**config.mk**
```make
export PLATFORM = sky130hd
export DESIGN_NAME = wgch_ctrl
export DESIGN_NICKNAME = d
export VERILOG_FILES = /design/src/design/wgch_pkg.sv /design/src/design/wgch_ctrl.sv
export SDC_FILE = /design/constraint.sdc
export NUM_CORES = 1
export LEC_CHECK = 0
export BUFFER_PORTS_ARGS = -buffer_cell sky130_fd_sc_hd__buf_4
export CAP_MARGIN = 20
export CORE_AREA = 5 5 42 44
export CTS_BUF_LIST = sky130_fd_sc_hd__clkbuf_4 sky130_fd_sc_hd__clkbuf_8 sky130_fd_sc_hd__clkbuf_16
export DETAILED_ROUTE_END_ITERATION = 8
export DIE_AREA = 0 0 47 49
export SLEW_MARGIN = 20
export SYNTH_ARGS = -nofsm -noshare
export SYNTH_HDL_FRONTEND = slang
export SYNTH_SLANG_ARGS = --single-unit
export TNS_END_PERCENT = 100
```
**constraint.sdc**
```tcl
create_clock -name clk -period 2.04 [get_ports clk]
set_clock_uncertainty 0.1 [all_clocks]
set_input_delay 0.204 -clock clk [delete_from_list [all_inputs] [get_ports clk]]
set_output_delay 0.204 -clock clk [all_outputs]
set_load 0.03 [all_outputs]
```
**src/design/wgch_pkg.sv**
```systemverilog
// Shared types, codes and constants for the windowed GC percent histogram core.
`timescale 1ns / 1ps
`default_nettype none

package wgch_pkg;

  // histogram geometry and result limits
  localparam int HIST_BINS = 101;
  localparam int BIN_W     = 7;
  localparam int COUNT_W   = 32;
  localparam int PCT_MAX   = 100;
  localparam int WS_W      = 8;
  localparam int DIV_STEPS = 8;
  localparam int NUM_W     = 16;

  // configuration register indexes
  localparam logic REG_WINDOW_SIZE = 1'b0;
  localparam logic REG_REGION_MASK = 1'b1;

  // result kinds
  localparam logic KIND_PERCENT = 1'b0;
  localparam logic KIND_COUNT   = 1'b1;

  typedef enum logic [1:0] {
    MODE_BASE  = 2'd0,
    MODE_PAD   = 2'd1,
    MODE_READ  = 2'd2,
    MODE_CLEAR = 2'd3
  } mode_t;

  typedef enum logic [1:0] {
    CLS_OTHER = 2'd0,
    CLS_GC    = 2'd1,
    CLS_AT    = 2'd2
  } class_t;

  // controller to datapath
  typedef struct packed {
    logic accept;
    logic clear;
    logic slide;
    logic load_count;
    logic load_zero;
    logic div_init;
    logic div_step;
    logic finish;
    logic hist_rd;
    logic hist_wr;
    logic emit;
  } cmd_t;

  // datapath to controller
  typedef struct packed {
    mode_t mode;
    logic  filling;
    logic  early;
    logic  div_last;
  } stat_t;

  // case-insensitive base classing
  function automatic class_t classify(input logic [7:0] ch);
    logic [7:0] up;
    up = ch;
    if (ch >= 8'h61 && ch <= 8'h7A) up = ch - 8'd32;
    if (up == 8'h47 || up == 8'h43) return CLS_GC;
    if (up == 8'h41 || up == 8'h54) return CLS_AT;
    return CLS_OTHER;
  endfunction

endpackage

`default_nettype wire

```
**src/design/wgch_ctrl.sv**
```systemverilog
// Sequencing state machine and handshake control for the GC histogram core.
`timescale 1ns / 1ps
`default_nettype none

module wgch_ctrl (
  input  wire logic           clk,
  input  wire logic           rst,
  input  wire logic           in_valid,
  output logic                in_stall,
  output logic                out_valid,
  input  wire logic           out_stall,
  input  wire wgch_pkg::stat_t stat,
  output wgch_pkg::cmd_t      cmd
);

  typedef enum logic [2:0] {
    ST_IDLE,
    ST_DECODE,
    ST_DIV_INIT,
    ST_DIV,
    ST_FIN,
    ST_HRD,
    ST_HWR,
    ST_EMIT
  } state_t;

  state_t state, state_next;

  // next state and commands
  always_comb begin
    cmd        = '0;
    state_next = state;
    unique case (state)
      ST_IDLE: begin
        if (in_valid) begin
          cmd.accept = 1'b1;
          state_next = ST_DECODE;
        end
      end
      ST_DECODE: begin
        unique case (stat.mode)
          wgch_pkg::MODE_CLEAR: begin
            cmd.clear  = 1'b1;
            state_next = ST_IDLE;
          end
          wgch_pkg::MODE_READ: begin
            cmd.load_count = 1'b1;
            state_next     = ST_EMIT;
          end
          wgch_pkg::MODE_PAD: begin
            cmd.load_zero = 1'b1;
            state_next    = ST_HRD;
          end
          wgch_pkg::MODE_BASE: begin
            cmd.slide = 1'b1;
            priority if (!stat.filling) begin
              state_next = ST_DIV_INIT;
            end else if (stat.early) begin
              cmd.load_zero = 1'b1;
              state_next    = ST_HRD;
            end else begin
              state_next = ST_IDLE;
            end
          end
          default: state_next = ST_IDLE;
        endcase
      end
      ST_DIV_INIT: begin
        cmd.div_init = 1'b1;
        state_next   = ST_DIV;
      end
      ST_DIV: begin
        cmd.div_step = 1'b1;
        if (stat.div_last) state_next = ST_FIN;
      end
      ST_FIN: begin
        cmd.finish = 1'b1;
        state_next = ST_HRD;
      end
      ST_HRD: begin
        cmd.hist_rd = 1'b1;
        state_next  = ST_HWR;
      end
      ST_HWR: begin
        cmd.hist_wr = 1'b1;
        state_next  = ST_EMIT;
      end
      ST_EMIT: begin
        // output register free or draining this cycle
        if (!out_valid || !out_stall) begin
          cmd.emit   = 1'b1;
          state_next = ST_IDLE;
        end
      end
      default: state_next = ST_IDLE;
    endcase
  end

  assign in_stall = (state != ST_IDLE);

  // state and output beat flag
  always_ff @(posedge clk) begin
    if (rst) begin
      state     <= ST_IDLE;
      out_valid <= 1'b0;
    end else begin
      state <= state_next;
      if (cmd.emit) begin
        out_valid <= 1'b1;
      end else if (out_valid && !out_stall) begin
        out_valid <= 1'b0;
      end
    end
  end

endmodule

`default_nettype wire

```
==> impl_metrics.tcl, run 1 <==
set metrics [dict create \
    synth_area_leaders "dfxtp_1 (23%), nor2_1 (7.6%), o21ai_0 (5.8%)" \
    io_pins 22 \
    ctsHtreeMaxLevel 1 \
    vdd_drop_max_mv 0.325 \
    gp_congestion 0.686 \
    ys_ff_latch 4 \
    required_ns 1.74 \
    synth_top_area_share 0.232 \
    final_util 0.374 \
    p_clk_frac 0.338 \
    yosysMostFrequentCell "nor2_1" \
    synth_common_cells "nor2_1 (7), dfxtp_1 (4), nand2_1 (4), o21ai_0 (4)" \
    dp_hpwl_um 759 \
    post_cts_buffers 0 \
    core_area_um2 1400 \
    clk_pin_slew_ns 0.04 \
    synth-seq-area-share 0.232 \
    cts_tree "yes" \
    min_period_ns 1.89 \
    grtUsageTotal 0.0838 \
    rsz0062_at_grt "false" \
    synth_top_cell_by_area "dfxtp_1" \
    min_path_type "input port to register" \
    fp-row-count 14 \
    drc_errors 0 \
    cts.sinks 4 \
    hold_buffers 0 \
    synthArstFlopShare 0 \
    p_int_mw 0.191 \
    yosys_warnings 0 \
    ctsLongestPathBuffers 2 \
    p_comb_frac 0.335 \
    max-cap-violations 0 \
    grt-ovfl-total 0 \
    maxSlewViolCount 0 \
    power.density_nw_per_um2 541 \
    multi_input_area_um2 233 \
    p_total_mw 0.284 \
    grt_pass1_wl_mm 1.44 \
    r2r_end "state[0]" \
    insertion_delay_ns 0.23 \
    r2r_cells 3 \
    n_antenna_cell 0 \
    crit_start "state[0]" \
    die_area_um2 2300 \
    dp_cells 84 \
    clock-root-buffer "clkbuf_4" \
    cts_resized 0 \
    endpoint_kind "output pin" \
    hold_ws_ns 0.0481 \
    syn_nets 59 \
    syn_area_um2 345 \
    wl_met1_um 394 \
    area_growth_pct 51.8 \
    start_util 0.246 \
    drtAntennaViolNets 0 \
    critPathMaxFanout 12 \
    fp.dieH_um 49 \
    synth_cells 50 \
    slew_headroom 0.766 \
    regArea_um2 80.1 \
    hold_viol 0 \
    start_kind "register" \
    routed.top_layer "met3" \
    route.vias.total 403 \
    p_sw_mw 0.0930 \
    crit_type "register to output pin" \
    layout.cells.non_filler 87 \
    fin_tns_setup_ns 0 \
    status "complete, no violations" \
    fmax_mhz 528 \
    min_period_over_period 0.928 \
    cts_made_buffers 3 \
    drt-vias-per-instance 4.63 \
    swShare 0.328 \
    grt_start_max_net_pins 13 \
    r2r_slack_ns 0.55 \
    synth_cell_type_count 26 \
    crit_arrival_ns 1.59 \
    tightestPinTransition_ns 0.351 \
    synth-edff-count 0 \
    reg2reg_from "state[0]" \
    drtIter0Drc 6 \
    route.met3.wl_um 54 \
    antenna_found_initial 0 \
    synth_ff_type "dfxtp_1" \
    drt-pass1-iter-count 2 \
    syn_area_per_cell_um2 6.91 \
    nets 82 \
    setup_viol 0 \
    power_frac_seq 0.327 \
    wl_per_cell_um 10.8 \
    drive_above_1_share 0.366 \
    grt_pass1_vias 357 \
    p_leak_nw 0.247 \
    wl_met2_um 488 \
    fill_cells 150 \
    port_buffers 21 \
    die_w_um 47 \
    crit_path_end "cmd[6]" \
    drt_wl_total_um 937 \
]
## area by class of cell
| cell class | count | share of cell area |
|---|---|---|
| well taps | 16 | 0.0382 |
| flip-flops and latches | 4 | 0.153 |
| inverters | 3 | 0.0215 |
| clock buffers | 3 | 0.0430 |
| repair buffers | 21 | 0.301 |
| multi-input cells | 40 | 0.444 |
## sequential cells by signal, summed over array words and instances (netlist names)
register,count
out_valid,1
state,3
## layer usage
metal  track usage  up-vias
li1              -      219
met2         0.129        8
met1         0.101      176
met3        0.0258        0
met5             0        -
met4        0.0415        0
## metrics by stage
stage,area [um^2],setup WS [ns]
after detailed placement,502,0.394
after floorplan,345,0.255
after global routing,524,0.0221
final,524,0.148
after CTS,524,0.130
after global placement,502,0.412
## logic make-up after synthesis
| family | after synthesis | synth area share |
|---|---|---|
| flip-flops | 4 | 0.232 |
| buffers and inverters | 6 | 0.0942 |
| AND/OR/NAND/NOR | 27 | 0.438 |
| AO/OA/AOI/OAI | 13 | 0.236 |
## worst max-delay path, stage by stage (launching register included)
cell	delay (ns)
dfxtp_1	0.51
or3b_1	0.45
nor3_2	0.21
buf_4	0.19
## cell usage in the layout (no fill, tap or decap)
| master | synthesis | layout |
|---|---|---|
| o31a_1 | 1 | 1 |
| o21a_1 | 1 | 1 |
| a21o_1 | 1 | 1 |
| or3b_1 | 1 | 1 |
| nand4_1 | 1 | 1 |
| or4b_1 | 1 | 1 |
| buf_4 | 0 | 21 |
| a221oi_1 | 1 | 1 |
| or2_2 | 1 | 1 |
| o21ai_1 | 1 | 1 |
| a21oi_1 | 3 | 3 |
| nor2b_1 | 1 | 1 |
| nor3_1 | 3 | 3 |
| a211o_1 | 1 | 1 |
| nor4b_1 | 1 | 1 |
| dfxtp_1 | 4 | 4 |
| nand2b_1 | 2 | 2 |
| nor3b_1 | 2 | 2 |
| nor2_1 | 7 | 7 |
| clkbuf_4 | 0 | 3 |
| o21ai_0 | 4 | 4 |
| nand2_1 | 4 | 4 |
| nor3_2 | 1 | 1 |
| inv_1 | 3 | 3 |
| nand3_1 | 1 | 1 |
| and2_1 | 1 | 1 |
## how the worst min path moves through the flow
stage	end	start	cells after the start
6_report	out_valid	rst	2
5_1_grt	out_valid	rst	2
4_1_cts	out_valid	rst	2
3_5_place_dp	out_valid	rst	2
3_3_place_gp	out_valid	rst	2
2_1_floorplan	out_valid	rst	1
## power by group through the flow
stage | Sequential (mW) | Combinational, mW | Clock (mW)
2_1_floorplan | 0.0853 | 0.0673 | 0
3_3_place_gp | 0.0936 | 0.0960 | 0
3_5_place_dp | 0.0937 | 0.0959 | 0
4_1_cts | 0.0926 | 0.0963 | 0.102
5_1_grt | 0.0951 | 0.102 | 0.104
6_report | 0.0928 | 0.0952 | 0.0958
(Power assumes the default switching activity.)
==> run 2: changes to the inputs <==
==> constraint.sdc (replaced) <==
create_clock -name clk -period 1.8 [get_ports clk]
set_clock_uncertainty 0.1 [all_clocks]
set_input_delay 0.18 -clock clk [delete_from_list [all_inputs] [get_ports clk]]
set_output_delay 0.18 -clock clk [all_outputs]
set_load 0.03 [all_outputs]
==> run 2 against run 1 <==
Clock power is 11% higher. Sequential power is 2.7% higher. Via count is 6.5% higher. Routed wire length is 6.0% higher. Non-clock buffer count is 3 higher. Global-route usage is 0.50 points higher. Critical path type unchanged. Register-to-register slack worse by 0.09 ns. Combinational power is 31% higher. Cell area is 4.3% higher. Sequential cell count stayed put.
==> impl_metrics.tcl, run 2 (synthesis results as in run 1) <==
set metrics [dict create \
    grt_pass1_vias 392 \
    drtAntennaViolNets 0 \
    cts_tree "yes" \
    tightestPinTransition_ns 0.263 \
    grt_pass1_wl_mm 1.53 \
    power_frac_seq 0.292 \
    regArea_um2 80.1 \
    gp_congestion 0.707 \
    multi_input_area_um2 233 \
    die_w_um 47 \
    io_pins 22 \
    clock-root-buffer "clkbuf_4" \
    fmax_mhz 607 \
    crit_type "register to output pin" \
    swShare 0.322 \
    grt_start_max_net_pins 12 \
    min_period_over_period 0.915 \
    p_total_mw 0.326 \
    cts_made_buffers 3 \
    layout.cells.non_filler 90 \
    required_ns 1.52 \
    top_regs "state x3, out_valid x1" \
    ctsHtreeMaxLevel 1 \
    fp-row-count 14 \
    post_dp_cell_area_um2 524 \
    area_growth_pct 58.3 \
    clk_pin_slew_ns 0.04 \
    final_cell_mix "buf_4 (24), nor2_1 (7), nand2_1 (4), o21ai_0 (4), dfxtp_1 (4)" \
    fill_cells 164 \
    p_sw_mw 0.105 \
    cts.sinks 4 \
    route.vias.total 429 \
    r2r_cells 4 \
    max-cap-violations 0 \
    wl_per_cell_um 11.0 \
    die_area_um2 2300 \
    grtUsageTotal 0.0888 \
    drt-pass1-iter-count 4 \
    port_buffers 21 \
    start_kind "register" \
    hold_buffers 0 \
    maxSlewViolCount 0 \
    largest_reg_flops 3 \
    drtIter0Drc 2 \
    vdd_drop_max_mv 0.296 \
    fp.dieH_um 49 \
    final_util 0.390 \
    p_clk_frac 0.325 \
    p_int_mw 0.221 \
    nets 85 \
    final_common_cell "buf_4" \
    setup_viol 0 \
    setup_ws_ns 0.154 \
    final_area_um2 547 \
    crit_start "state[2]" \
    drt_wl_total_um 993 \
    post_cts_buffers 0 \
    start_util 0.246 \
    p_leak_nw 0.263 \
    fin_tns_setup_ns 0 \
    dp_slack_ns 0.388 \
    crit_path_end "cmd[6]" \
    critPathMaxFanout 4 \
    core_area_um2 1400 \
    antenna_found_initial 0 \
    crit_arrival_ns 1.37 \
    min_period_ns 1.65 \
    min_path_type "input port to register" \
    hold_viol 0 \
    power.density_nw_per_um2 597 \
    regMostFlops "state" \
    p_comb_frac 0.383 \
    insertion_delay_ns 0.23 \
    drive_above_1_share 0.392 \
    grt-ovfl-total 0 \
    hold_ws_ns 0.0285 \
    rsz0062_at_grt "false" \
    dp_cells 87 \
    cts_resized 0 \
    r2r_end "state[0]" \
    r2r_slack_ns 0.46 \
    n_antenna_cell 0 \
    drt-vias-per-instance 4.77 \
    drc_errors 0 \
    endpoint_kind "output pin" \
    reg2reg_from "state[2]" \
    status "complete, no violations" \
    ctsLongestPathBuffers 2 \
    slew_headroom 0.822 \
    dp_hpwl_um 802 \
]
[run 2: critical path: stages, from the launching register on]
cell and delay, ns:
dfxtp_1 0.29, or3b_1 0.44, nor3_2 0.21, buf_4 0.19
[run 2: worst min path at each step]
stage / to / from / cells past startpoint / slack (ns)
floorplan: out_valid / rst / 1 / 0.15
CTS: out_valid / rst / 2 / 0.02
finish: out_valid / rst / 2 / 0.03
global route: out_valid / rst / 2 / 0.03
global placement: out_valid / rst / 2 / 0.27
detailed placement: out_valid / rst / 2 / 0.27
[run 2: metal layers]
metal | wire length [um] | vias to the layer above | track usage
li1 | - | 226 | -
met5 | 0 | - | 0
met3 | 46 | 0 | 0.0148
met2 | 532 | 6 | 0.140
met4 | 0 | 0 | 0.0553
met1 | 415 | 197 | 0.106
[run 2: final cells by class]
type | count | area share
multi-input cells | 40 | 0.426
repair buffers | 24 | 0.330
flip-flops and latches | 4 | 0.146
clock buffers | 3 | 0.0412
well taps | 16 | 0.0366
inverters | 3 | 0.0206
[run 2: power by group through the flow]
stage | sequential, mW | clock (mW) | combinational [mW]
after global routing | 0.0955 | 0.116 | 0.136
after global placement | 0.0964 | 0 | 0.125
after CTS | 0.0953 | 0.113 | 0.126
after floorplan | 0.0967 | 0 | 0.0762
final | 0.0953 | 0.106 | 0.125
after detailed placement | 0.0966 | 0 | 0.126
